### src/rtl/core/anwi_pkg.sv
package anwi_pkg;

   // Configuration port geometry and register indexes.
   localparam int CSR_INDEX_W = 1;
   localparam int CSR_DATA_W  = 3;

   localparam logic [CSR_INDEX_W-1:0] CSR_RADIX_MODE   = 1'd0;
   localparam logic [CSR_INDEX_W-1:0] CSR_RESULT_WORDS = 1'd1;

   localparam logic [1:0] RADIX_MODE_RESET   = 2'd0;
   localparam logic [2:0] RESULT_WORDS_RESET = 3'd1;

   // Field widths.
   localparam int CHAR_W     = 8;
   localparam int VALUE_W    = 128;
   localparam int HALF_W     = 64;
   localparam int COUNT_W    = 8;
   localparam int STATUS_W   = 3;
   localparam int RSP_DATA_W = 144;

   // ASCII codes used by the classifier.
   localparam logic [CHAR_W-1:0] CH_ZERO  = 8'h30;
   localparam logic [CHAR_W-1:0] CH_NINE  = 8'h39;
   localparam logic [CHAR_W-1:0] CH_LOW_A = 8'h61;
   localparam logic [CHAR_W-1:0] CH_LOW_F = 8'h66;
   localparam logic [CHAR_W-1:0] CH_UP_A  = 8'h41;
   localparam logic [CHAR_W-1:0] CH_UP_F  = 8'h46;
   localparam logic [CHAR_W-1:0] CH_LOW_X = 8'h78;
   localparam logic [3:0]        DIGIT_TEN = 4'hA;

   localparam logic [COUNT_W-1:0] COUNT_MAX = 8'hFF;

   typedef enum logic [1:0] {
      PH_EXPECT_ZERO = 2'd0,
      PH_EXPECT_X    = 2'd1,
      PH_NO_DIGIT    = 2'd2,
      PH_DIGITS      = 2'd3
   } phase_type;

   typedef enum logic [2:0] {
      ST_OK             = 3'd0,
      ST_NO_DIGITS      = 3'd1,
      ST_MISSING_PREFIX = 3'd2,
      ST_OVERFLOW       = 3'd3,
      ST_EXCEEDS_WORDS  = 3'd4
   } status_type;

   // One classified character as it travels from the front end to the back end.
   typedef struct packed {
      logic       first;
      logic       hex;
      logic       need_prefix;
      logic       is_zero;
      logic       is_x;
      logic       is_digit;
      logic [3:0] digit;
   } item_type;

   typedef struct packed {
      logic [HALF_W-1:0]   value_low;
      logic [HALF_W-1:0]   value_high;
      logic [COUNT_W-1:0]  consumed;
      status_type          status;
   } result_type;

endpackage

### src/rtl/core/anwi_front.sv
module anwi_front (
   input  logic                      req_tvalid,
   output logic                      req_tready,
   input  logic [anwi_pkg::CHAR_W-1:0] ch,
   input  logic                      first,
   input  logic [1:0]                radix_mode,
   input  logic                      queue_full,
   output logic                      push,
   output anwi_pkg::item_type        item
);
   import anwi_pkg::*;

   logic       hex;
   logic       is_dec;
   logic       is_low;
   logic       is_up;
   logic [3:0] digit;

   assign hex    = (radix_mode != 2'd0);
   assign is_dec = (ch >= CH_ZERO) && (ch <= CH_NINE);
   assign is_low = hex && (ch >= CH_LOW_A) && (ch <= CH_LOW_F);
   assign is_up  = hex && (ch >= CH_UP_A) && (ch <= CH_UP_F);

   always_comb begin
      if (is_dec) begin
         digit = 4'(ch - CH_ZERO);
      end else if (is_low) begin
         digit = 4'(ch - CH_LOW_A) + DIGIT_TEN;
      end else if (is_up) begin
         digit = 4'(ch - CH_UP_A) + DIGIT_TEN;
      end else begin
         digit = 4'd0;
      end
   end

   always_comb begin
      item.first       = first;
      item.hex         = hex;
      item.need_prefix = radix_mode[1];
      item.is_zero     = (ch == CH_ZERO);
      item.is_x        = (ch == CH_LOW_X);
      item.is_digit    = is_dec || is_low || is_up;
      item.digit       = digit;
   end

   assign req_tready = !queue_full;
   assign push       = req_tvalid && !queue_full;

endmodule

### src/rtl/core/anwi_queue.sv
module anwi_queue #(
   parameter int DEPTH = 4
) (
   input  logic                clock,
   input  logic                reset,
   input  logic                push,
   input  anwi_pkg::item_type  push_item,
   output logic                full,
   input  logic                pop,
   output logic                empty,
   output anwi_pkg::item_type  head
);
   import anwi_pkg::*;

   localparam int IDX_W = (DEPTH > 1) ? $clog2(DEPTH) : 1;
   localparam int CNT_W = $clog2(DEPTH + 1);

   item_type           slot_ff [DEPTH];
   logic [IDX_W-1:0]   wr_ff, wr_in;
   logic [IDX_W-1:0]   rd_ff, rd_in;
   logic [CNT_W-1:0]   count_ff, count_in;

   assign full  = (count_ff == CNT_W'(DEPTH));
   assign empty = (count_ff == '0);
   assign head  = slot_ff[rd_ff];

   always_comb begin
      wr_in = wr_ff;
      rd_in = rd_ff;
      if (push) begin
         wr_in = (wr_ff == IDX_W'(DEPTH - 1)) ? '0 : wr_ff + 1'b1;
      end
      if (pop) begin
         rd_in = (rd_ff == IDX_W'(DEPTH - 1)) ? '0 : rd_ff + 1'b1;
      end
      case ({push, pop})
         2'b10:   count_in = count_ff + 1'b1;
         2'b01:   count_in = count_ff - 1'b1;
         default: count_in = count_ff;
      endcase
   end

   always_ff @(posedge clock) begin
      if (reset) begin
         wr_ff    <= '0;
         rd_ff    <= '0;
         count_ff <= '0;
      end else begin
         wr_ff    <= wr_in;
         rd_ff    <= rd_in;
         count_ff <= count_in;
      end
   end

   always_ff @(posedge clock) begin
      if (push) begin
         slot_ff[wr_ff] <= push_item;
      end
   end

endmodule

### src/rtl/core/anwi_back.sv
module anwi_back (
   input  logic                clock,
   input  logic                reset,
   input  logic                item_valid,
   input  anwi_pkg::item_type  item,
   output logic                item_pop,
   input  logic [2:0]          result_words,
   output logic                rsp_valid,
   input  logic                rsp_ready,
   output anwi_pkg::result_type result
);
   import anwi_pkg::*;

   logic [VALUE_W-1:0]  acc_ff, acc_in;
   logic [COUNT_W-1:0]  cnt_ff, cnt_in;
   phase_type           phase_ff, phase_in;
   logic                done_ff, done_in;
   logic                rsp_valid_ff, rsp_valid_in;
   result_type          result_ff, result_in;

   logic                take;
   logic                active;
   logic [VALUE_W-1:0]  acc0;
   logic [COUNT_W-1:0]  cnt0;
   phase_type           phase0;
   logic [VALUE_W+3:0]  dec_sum;
   logic [VALUE_W-1:0]  mul_val;
   logic                mul_ovf;
   logic                advance;
   logic                fin;
   status_type          fin_status;
   phase_type           phase_next;
   logic [VALUE_W-1:0]  mask;
   logic [VALUE_W-1:0]  masked;

   assign item_pop = item_valid && (!rsp_valid_ff || rsp_ready);
   assign take     = item_pop;

   // Token start resets the working state before the character is applied.
   assign active = item.first || !done_ff;
   assign acc0   = item.first ? '0 : acc_ff;
   assign cnt0   = item.first ? '0 : cnt_ff;
   always_comb begin
      if (item.first) begin
         phase0 = item.need_prefix ? PH_EXPECT_ZERO : PH_NO_DIGIT;
      end else begin
         phase0 = phase_ff;
      end
   end

   // Times ten is (x << 3) + (x << 1); times sixteen is a plain shift.
   assign dec_sum = {1'b0, acc0, 3'b000} + {3'b000, acc0, 1'b0} + {128'd0, item.digit};
   assign mul_val = item.hex ? {acc0[VALUE_W-5:0], item.digit} : dec_sum[VALUE_W-1:0];
   assign mul_ovf = item.hex ? (|acc0[VALUE_W-1:VALUE_W-4]) : (|dec_sum[VALUE_W+3:VALUE_W]);

   // Event decode for the current character.
   always_comb begin
      advance    = 1'b0;
      fin        = 1'b0;
      fin_status = ST_OK;
      case (phase0)
         PH_EXPECT_ZERO: begin
            if (item.is_zero) begin
               advance = 1'b1;
            end else begin
               fin        = 1'b1;
               fin_status = ST_MISSING_PREFIX;
            end
         end
         PH_EXPECT_X: begin
            if (item.is_x) begin
               advance = 1'b1;
            end else begin
               fin        = 1'b1;
               fin_status = ST_MISSING_PREFIX;
            end
         end
         default: begin
            if (item.is_digit && (item.hex || item.digit < DIGIT_TEN)) begin
               if (mul_ovf) begin
                  fin        = 1'b1;
                  fin_status = ST_OVERFLOW;
               end else begin
                  advance = 1'b1;
               end
            end else begin
               fin        = 1'b1;
               fin_status = (phase0 == PH_NO_DIGIT) ? ST_NO_DIGITS : ST_OK;
            end
         end
      endcase
      if (!active) begin
         advance = 1'b0;
         fin     = 1'b0;
      end
   end

   // Next phase on an accepted prefix character or digit.
   always_comb begin
      case (phase0)
         PH_EXPECT_ZERO: phase_next = PH_EXPECT_X;
         PH_EXPECT_X:    phase_next = PH_NO_DIGIT;
         default:        phase_next = PH_DIGITS;
      endcase
   end

   always_comb begin
      case (result_words)
         3'd0:    mask = '0;
         3'd1:    mask = {96'd0, {32{1'b1}}};
         3'd2:    mask = {64'd0, {64{1'b1}}};
         3'd3:    mask = {32'd0, {96{1'b1}}};
         default: mask = '1;
      endcase
   end
   assign masked = acc0 & mask;

   // Result formatting.
   always_comb begin
      result_in = '0;
      if (fin_status == ST_OK) begin
         result_in.value_low  = masked[HALF_W-1:0];
         result_in.value_high = masked[VALUE_W-1:HALF_W];
         result_in.consumed   = cnt0;
         result_in.status     = (masked != acc0) ? ST_EXCEEDS_WORDS : ST_OK;
      end else begin
         result_in.status = fin_status;
      end
   end

   // Working state update.
   always_comb begin
      acc_in   = acc_ff;
      cnt_in   = cnt_ff;
      phase_in = phase_ff;
      done_in  = done_ff;
      if (take && active) begin
         acc_in   = acc0;
         cnt_in   = cnt0;
         phase_in = phase0;
         done_in  = 1'b0;
         if (advance) begin
            if (phase0 == PH_NO_DIGIT || phase0 == PH_DIGITS) begin
               acc_in = mul_val;
            end
            cnt_in   = (cnt0 == COUNT_MAX) ? cnt0 : cnt0 + 1'b1;
            phase_in = phase_next;
         end
         if (fin) begin
            done_in = 1'b1;
         end
      end
      rsp_valid_in = (take && fin) ? 1'b1 : (rsp_valid_ff && !rsp_ready);
   end

   always_ff @(posedge clock) begin
      if (reset) begin
         acc_ff       <= '0;
         cnt_ff       <= '0;
         phase_ff     <= PH_EXPECT_ZERO;
         done_ff      <= 1'b1;
         rsp_valid_ff <= 1'b0;
      end else begin
         acc_ff       <= acc_in;
         cnt_ff       <= cnt_in;
         phase_ff     <= phase_in;
         done_ff      <= done_in;
         rsp_valid_ff <= rsp_valid_in;
      end
   end

   always_ff @(posedge clock) begin
      if (take && fin) begin
         result_ff <= result_in;
      end
   end

   assign rsp_valid = rsp_valid_ff;
   assign result    = result_ff;

endmodule

### src/rtl/core/ascii_number_to_wide_integer.sv
// ASCII number parser: one character per request on the req_ channel, one result per
// finished token on the rsp_ channel. A character flagged in req_tuser starts a token;
// the token ends at the first character that is not a digit of the selected radix (or
// at a broken "0x" prefix, or at a digit that overflows 128 bits). That ending
// character belongs to no token. The result carries the value, the character count
// and a status code. Radix and allowed word count come from the csr_ write port,
// which the user must write only while the block is idle; the block does not enforce
// it. A front end classifies each character and writes it into a small queue; a back
// end pops one entry per cycle unless a held result stalls it, and runs the 128-bit
// multiply-add. An accepted character is registered in a queue slot and its result,
// if any, in the rsp_ result register. The sustained rate is one character per cycle
// while the receiver does not stall, set by the shift-add accumulator loop in the
// back end. When the receiver stalls, the held result blocks the back end, the queue
// fills after at most QUEUE_DEPTH more requests and req_tready then drops.
// Reset empties the queue, clears rsp_tvalid, sets the radix to decimal and the
// word count to one, and leaves the parser idle until a character flagged as first.
module ascii_number_to_wide_integer #(
   parameter int QUEUE_DEPTH = 4
) (
   input  logic                                clock,
   input  logic                                reset,
   input  logic                                req_tvalid,
   output logic                                req_tready,
   input  logic [7:0]                          req_tdata,  // [7:0] ch
   input  logic                                req_tuser,  // [0] first
   output logic                                rsp_tvalid,
   input  logic                                rsp_tready,
   // [63:0] value_low, [127:64] value_high, [135:128] consumed, [138:136] status,
   // [143:139] zero
   output logic [anwi_pkg::RSP_DATA_W-1:0]     rsp_tdata,
   input  logic                                csr_wen,
   input  logic [anwi_pkg::CSR_INDEX_W-1:0]    csr_index,
   input  logic [anwi_pkg::CSR_DATA_W-1:0]     csr_wdata
);
   import anwi_pkg::*;

   logic [1:0]  radix_mode_ff, radix_mode_in;
   logic [2:0]  result_words_ff, result_words_in;

   logic        queue_full;
   logic        queue_empty;
   logic        push;
   logic        pop;
   item_type    push_item;
   item_type    head_item;
   result_type  result;

   // Configuration registers. Writes to an index outside the list are dropped.
   always_comb begin
      radix_mode_in   = radix_mode_ff;
      result_words_in = result_words_ff;
      if (csr_wen) begin
         case (csr_index)
            CSR_RADIX_MODE:   radix_mode_in   = csr_wdata[1:0];
            CSR_RESULT_WORDS: result_words_in = csr_wdata;
            default: begin
               radix_mode_in   = radix_mode_ff;
               result_words_in = result_words_ff;
            end
         endcase
      end
   end

   always_ff @(posedge clock) begin
      if (reset) begin
         radix_mode_ff   <= RADIX_MODE_RESET;
         result_words_ff <= RESULT_WORDS_RESET;
      end else begin
         radix_mode_ff   <= radix_mode_in;
         result_words_ff <= result_words_in;
      end
   end

   // Front end: handshake and character classification.
   anwi_front u_front (
      .req_tvalid (req_tvalid),
      .req_tready (req_tready),
      .ch         (req_tdata),
      .first      (req_tuser),
      .radix_mode (radix_mode_ff),
      .queue_full (queue_full),
      .push       (push),
      .item       (push_item)
   );

   // Queue between the front and back ends.
   anwi_queue #(
      .DEPTH (QUEUE_DEPTH)
   ) u_queue (
      .clock     (clock),
      .reset     (reset),
      .push      (push),
      .push_item (push_item),
      .full      (queue_full),
      .pop       (pop),
      .empty     (queue_empty),
      .head      (head_item)
   );

   // Back end: token state, accumulator and result register.
   anwi_back u_back (
      .clock        (clock),
      .reset        (reset),
      .item_valid   (!queue_empty),
      .item         (head_item),
      .item_pop     (pop),
      .result_words (result_words_ff),
      .rsp_valid    (rsp_tvalid),
      .rsp_ready    (rsp_tready),
      .result       (result)
   );

   assign rsp_tdata = {5'd0, result.status, result.consumed, result.value_high,
                       result.value_low};

endmodule
### config.mk
export PLATFORM = sky130hd
export DESIGN_NAME = ascii_number_to_wide_integer
export DESIGN_NICKNAME = d
export VERILOG_FILES = /design/src/rtl/core/anwi_pkg.sv /design/src/rtl/core/anwi_front.sv /design/src/rtl/core/anwi_queue.sv /design/src/rtl/core/anwi_back.sv /design/src/rtl/core/ascii_number_to_wide_integer.sv
export SDC_FILE = /design/constraint.sdc
export NUM_CORES = 1
export LEC_CHECK = 0
export BUFFER_PORTS_ARGS = -buffer_cell sky130_fd_sc_hd__buf_2
export CORE_MARGIN = 4
export CORE_UTILIZATION = 31
export CTS_CLUSTER_DIAMETER = 40
export DETAILED_ROUTE_END_ITERATION = 6
export GPL_ROUTABILITY_DRIVEN = 0
export PLACE_DENSITY = 0.54
export SLEW_MARGIN = 20
export SYNTH_ARGS = -nofsm -noshare
export SYNTH_HDL_FRONTEND = slang
export SYNTH_HIERARCHICAL = 1
export SYNTH_SLANG_ARGS = --single-unit
### constraint.sdc
create_clock -name clock -period 11.1 [get_ports clock]
set_input_delay 1.665 -clock clock [delete_from_list [all_inputs] [get_ports clock]]
set_output_delay 1.665 -clock clock [all_outputs]
set_load 0.02 [all_outputs]
==> results of run 1 <==
sequential cells by signal, indices dropped and copies added, names as in the netlist, named ones only:
name	flops
u_back/acc_ff	128
radix_mode_ff	2
u_back/rsp_valid	1
u_queue/count_ff	3
result_words_ff	3
u_back/cnt_ff	8
u_back/done_ff	1
u_back/phase_ff	2
u_back/result	139
u_queue/rd_ff	2
u_queue/wr_ff	2
u_queue/slot_ff	40
metal layers:
metal	up-vias	part of all wire (%)	track usage, %
met5	-	0	0
met4	0	2.3	4.62
met3	114	5.9	2.77
met2	648	46	30.4
met1	10733	46	25.8
li1	11194	-	-
critical path, delay by kind of cell, from the launching register on:
| family | cells | cell delay (ns) |
|---|---|---|
| buffers and inverters | 5 | 2.18 |
| AND/OR/NAND/NOR | 8 | 1.61 |
| AO/OA/AOI/OAI | 5 | 1.46 |
| multiplexers | 2 | 1.23 |
| flip-flops | 1 | 0.75 |
| adder cells (fa/ha/maj) | 2 | 0.70 |
metrics by stage:
step | hold slack (ns) | total power [mW] | setup slack, ns | cells | cell area [sq um]
final | 0.455 | 5.43 | 2.69 | 4158 | 29200
after global routing | 0.473 | 5.75 | 2.13 | 4157 | 29200
after CTS | 0.457 | 5.54 | 2.78 | 4157 | 29200
after detailed placement | 0.441 | 3.69 | 2.81 | 4049 | 27200
after global placement | 0.437 | 3.70 | 2.94 | 4049 | 27200
after floorplan | 0.425 | 3.08 | 3.04 | 2983 | 25700
cells in the mapped netlist (12+ instances only):
cell type,n,share of area (%)
buf_6,16,0.70
a22o_1,104,3.5
o211ai_1,18,0.53
o21bai_1,31,0.91
ha_1,266,13
buf_2,30,0.58
a211oi_1,17,0.50
xnor2_1,71,2.4
o2bb2ai_1,18,0.61
nand4_1,79,1.9
and3_1,48,1.2
nor2b_1,126,3.1
nand3_1,37,0.72
nand2_1,315,4.6
dfxtp_1,154,12
o21ai_1,18,0.35
nor3b_1,70,2.0
o21ai_0,216,4.2
nand2b_1,21,0.51
xor2_1,53,1.8
a21oi_1,257,5.0
a21boi_0,12,0.35
o31ai_1,15,0.44
edfxtp_1,179,21
clkbuf_1,119,1.7
a21o_1,55,1.6
o21a_1,22,0.64
o22ai_1,18,0.44
nor2_1,192,2.8
a31oi_1,37,0.90
inv_1,82,1.2
nor4_1,44,1.1
or3_1,12,0.29
and2_1,22,0.54
nor3_1,65,1.3
worst max-delay path by stage:
stage                              endpoint  slack, ns  cells past startpoint
final                     u_back/result[88]       2.69                     22
after global routing      u_back/result[99]       2.13                     22
after CTS                 u_back/result[28]       2.78                     21
after detailed placement  u_back/result[13]       2.81                     21
after global placement    u_back/result[13]       2.94                     21
after floorplan            u_back/result[0]       3.04                     20
layout by cell type, fill, tap and decap left out, types with 12 or more instances in the layout:
master	n
a211oi_1	17
a21boi_0	12
a21o_1	55
a21oi_1	256
a22o_1	104
a31oi_1	36
and2_1	21
and3_1	48
buf_2	158
buf_4	21
clkbuf_16	58
dfxtp_1	154
edfxtp_1	179
ha_1	266
inv_1	80
inv_6	17
nand2_1	315
nand2b_1	21
nand3_1	37
nand4_1	79
nor2_1	191
nor2b_1	126
nor3_1	64
nor3b_1	70
nor4_1	44
o211ai_1	18
o21a_1	22
o21ai_0	216
o21ai_1	18
o21bai_1	30
o22ai_1	18
o2bb2ai_1	18
o31ai_1	15
or3_1	12
xnor2_1	71
xor2_1	53
where the power goes:
part           internal, mW  switching, mW
clock                  1.08          0.722
combinational         0.437           1.44
sequential             1.65          0.105
final cells by class:
type | count | area share [%]
Inverter | 83 | 1.08
Multi-Input combinational cell | 2382 | 55.1
Clock inverter | 46 | 1.75
Tap cell | 1070 | 4.59
Clock buffer | 62 | 5.09
Sequential cell | 333 | 29.0
Antenna cell | 1 | 0.00857
Timing Repair Buffer | 181 | 3.39
kinds of logic after synthesis:
group | Yosys count | synth area share (%)
compound gates | 906 | 22.7
xor+xnor | 124 | 4.23
fa+ha+maj | 268 | 13.1
buf+inv | 268 | 4.70
flops | 333 | 32.9
mux | 22 | 1.35
other cells | 1 | 0.0146
simple gates | 1057 | 20.9
==> summary.txt, run 1 <==
Outcome
  – Outcome: completed

CTS
  – Clock transition at the registers of the reported paths: 0.06 ns
  – CTS tree: done
  – Post-CTS Resized: 0
  – Worst-Skew Late Latency: 0.64 ns
  – Clk buf depth: 3
  – H-tree depth: 2
  – CTS buffer count: 57
  – Hold buffers post-CTS: 0
  – Root buf cell: clkbuf_16
  – Post-CTS setup buffer count: 0
  – # clock sinks: 333

Critical path
  – R2R setup slack: 2.69 ns
  – Worst r2r path cells: 22
  – Crit-path cells: mux4_4, inv_2, buf_4, nand2_1, inv_1, ha_1, ha_1, nand4_1, nor2_1, nand3_1, a2111oi_0, o31ai_1, a21oi_1, nor2_1, mux2i_1, nand4bb_1, a21o_1, nand2_2, o21bai_4, buf_4, buf_4, nor3_1
  – Crit path DAT: 8.75 ns
  – Crit Reg-Reg Endpoint: u_back/result[88]
  – Crit-path slowest cell: mux4_4
  – CP Data Required Time: 11.43 ns
  – Crit path launch type: flop
  – Worst-path fanout max: 53
  – Max incr delay on CP: 0.95 ns
  – Crit end category: flop
  – WS Path Type: flop to flop
  – Most frequent CP cell: buf_4

STA
  – Slew @ Worst Pin: 1.01 ns
  – Hold Violations, Final: 0
  – Setup TNS: 0 ns
  – # setup viols final: 0
  – Skew final: 0.0296 ns
  – Max-slew violations: 0
  – Final worst path period need: 8.41 ns
  – RSZ-0062 raised after global routing: false
  – Fmax: 119 MHz
  – Final period util: 75.8%
  – Max-slew headroom: 32.7%

Synth
  – Ys flop type: edfxtp_1
  – Ys Warns: 6
  – EDFF count, synth: 179
  – Ys async rst share: 0%
  – Post-Synthesis Cell Area: 25700 sq um
  – Synthesized area per cell: 8.62 sq um
  – Distinct cells, synth: 89
  – Sequential share of the synthesized area: 32.9%
  – #FFs+latches synth: 333
  – Post-synthesis cell count: 2979

Finish
  – Post-layout nets: 3324
  – Layout fillers: 8535
  – Area occupied by multi-input gates: 16100 sq um
  – Share of cells above drive strength 1: 10.8%
  – Final core occ: 35.5%
  – Area growth syn-to-layout: 13.6%
  – Register area: 8460 sq um

Floorplan
  – Row count: 105
  – Die area: 87500 sq um
  – IO Pins: 164
  – Initial Utilization: 31.3%
  – Core Box Area: 82100 sq um
  – Die Width: 296 microns
  – Die Ht: 296 microns

Hold path
  – Hold Startpoint: u_back/acc_ff[72]
  – Hold path cells: 1
  – Hold/Removal Path Class: flop to flop
  – Hold Path End: u_back/acc_ff[72]

Global routing
  – Total gr overflow: 0
  – First-pass GRT wire length: 130000 microns
  – Pin count of the biggest net entering global routing: 94
  – Vias in the first global route: 22199
  – Initial antenna violation count: 1
  – GR Util All Layers: 18.6%

Power
  – Pwr Density: 186 nW/um^2
  – Leakage Power: 12.1 nW
  – Maximum VDD drop: 171 uV

Drt
  – DRT Pass-1 Iters: 5
  – DRC: 0
  – Vias per cell: 5.46
  – Routed vias: 22689
  – Initial DRC count: 1744
  – ANT nets after route: 0
  – Final wirelength: 83300 microns
  – Avg WL per Cell: 20.0 microns

Place
  – Hpwl dp: 63700 microns
  – Port bufs: 158

Job
  – Max cap viols: 0
Note: power is estimated with default switching activity, not from simulation.
==> inputs of run 2 (changes only) <==
clock period = 8.4 ns   (was 11.1 ns; I/O delays follow)
==> run 2 against run 1 <==
Effect of this change: the run now ends with design-rule violations left; clock power grew 36%; sequential power grew 31%; critical path depth is the same; maximum frequency grew 8.1%; flip-flop and latch count is the same; critical path type unchanged; largest cell class unchanged.
==> summary.txt, run 2 (synthesized netlist as in run 1, its figures left out) <==
Drt
  – Avg WL per Cell: 20.2 microns
  – Routed vias: 22986
  – Initial DRC count: 1973
  – Final wirelength: 84300 microns
  – ANT nets after route: 0
  – DRT Pass-1 Iters: 7
  – DRC: 8
  – Vias per cell: 5.50

STA
  – RSZ-0062 raised after global routing: false
  – # setup viols final: 0
  – Hold Violations, Final: 0
  – Hold WS: 0.457 ns
  – Final period util: 92.6%
  – Setup ws final: 0.621 ns
  – Setup TNS: 0 ns
  – Final worst path period need: 7.78 ns
  – Max-slew violations: 0
  – Max-slew headroom: 26.1%
  – Slew @ Worst Pin: 1.10 ns
  – Fmax: 129 MHz
  – Skew final: 0.0493 ns

Power
  – Switching part of the total: 40.6%
  – Seq pwr share: 31.3%
  – Leakage Power: 12.2 nW
  – Maximum VDD drop: 238 uV
  – Psw: 2.98 mW
  – Clock power share: 33.2%
  – Internal power: 4.35 mW
  – Pwr Density: 249 nW/um^2
  – Comb pwr share: 35.5%

Outcome
  – Violated checks: design-rule violations
  – Outcome: complete, but fails checks

Finish
  – Highest-count cells in the layout ignoring fill and taps: nand2_1, ha_1, a21oi_1
  – Layout fillers: 8509
  – Diodes inserted: 0
  – Area growth syn-to-layout: 14.5%
  – Largest register FFs: 139
  – Commonest non-fill, non-tap cell in the layout: nand2_1
  – Post-layout nets: 3346
  – Share of cells above drive strength 1: 11.2%
  – Final core occ: 35.8%

Floorplan
  – Initial Utilization: 31.3%
  – IO Pins: 164
  – Die Ht: 296 microns
  – Die Width: 296 microns
  – Die area: 87500 sq um
  – Core Box Area: 82100 sq um
  – Row count: 105

CTS
  – Root buf cell: clkbuf_16
  – Post-CTS setup buffer count: 0
  – CTS tree: done
  – Hold buffers post-CTS: 0
  – CTS buffer count: 56
  – # clock sinks: 333
  – H-tree depth: 2
  – Clock transition at the registers of the reported paths: 0.05 ns
  – Clk buf depth: 3
  – Post-CTS Resized: 0
  – Worst-Skew Late Latency: 0.64 ns

Job
  – Max cap viols: 0

Critical path
  – Worst r2r path cells: 22
  – CP Data Required Time: 8.70 ns
  – Worst-path fanout max: 46
  – Crit path DAT: 8.07 ns
  – Crit path launch type: flop
  – Crit end category: flop
  – WS Path Type: flop to flop

Global routing
  – Initial antenna violation count: 2
  – Total gr overflow: 0
  – First-pass GRT wire length: 130000 microns
  – Vias in the first global route: 21965
  – GR Util All Layers: 18.6%
  – Pin count of the biggest net entering global routing: 149

Place
  – Hpwl dp: 64600 microns
  – Port bufs: 158
  – Worst slack at placement: 0.775 ns

Hold path
  – Hold/Removal Path Class: flop to flop
  – Hold path cells: 1
run 2: cell count changes in the layout (fill, tap and decap cells not counted), sizes merged:
cell | previous run | this run
clkbuf | 62 | 65
diode | 1 | 0
bufinv | 3 | 7
clkinvlp | 6 | 2
inv | 106 | 100
buf | 181 | 204
clkinv | 14 | 15
run 2: power groups by stage:
stage,registers (mW),logic [mW],clock network [mW]
global placement,2.35,2.62,0
global route,2.34,2.82,2.57
detailed placement,2.34,2.62,0
CTS,2.31,2.63,2.50
floorplan,2.74,1.33,0
finish,2.29,2.60,2.44
run 2: critical path, cell delays in order (launching register included):
cell and delay, ns:
dfxtp_1 0.32, buf_4 0.23, mux4_4 0.99, inv_2 0.55, buf_4 0.25, nand2_1 0.11
inv_1 0.11, ha_1 0.23, ha_1 0.40, nand4_1 0.21, nor2_1 0.38, nand3_1 0.23
a2111oi_0 0.70, o31ai_1 0.37, a21oi_1 0.23, nor2_1 0.07, mux2i_1 0.18, nand4bb_1 0.17
a21o_1 0.30, nand2_2 0.17, a211o_1 0.37, inv_6 0.44, buf_12 0.27
run 2: area by class of cell:
type | count | area, sq um | area share, %
Multi-Input combinational cell | 2382 | 16100 | 54.7
Sequential cell | 333 | 8460 | 28.8
Clock buffer | 65 | 1490 | 5.05
Tap cell | 1070 | 1340 | 4.55
Timing Repair Buffer | 204 | 1190 | 4.03
Clock inverter | 41 | 549 | 1.87
Inverter | 83 | 317 | 1.08
run 2: worst paths after layout:
kind	from	endpoint	slack [ns]
setup / recovery	flop	u_back/result[13]	0.62
hold / removal	u_back/acc_ff[74]	u_back/acc_ff[74]	0.46
setup reg to reg	flop	u_back/result[13]	0.62
hold reg to reg	u_back/acc_ff[74]	u_back/acc_ff[74]	0.46
run 2: through the flow:
step | power [mW] | instances | instance area, sq um
after floorplan | 4.07 | 2983 | 25700
after global placement | 4.97 | 4072 | 27400
after detailed placement | 4.96 | 4072 | 27400
after CTS | 7.44 | 4178 | 29400
after global routing | 7.72 | 4178 | 29400
final | 7.33 | 4178 | 29400
run 2: layer usage:
metal  part of all wire [%]  GRT usage [%]  vias up
li1                       -              -    11226
met1                     46           25.9    10909
met2                     45           30.0      721
met3                    6.7           3.41      128
met4                    2.5           4.95        2
met5                  0.024              0        -
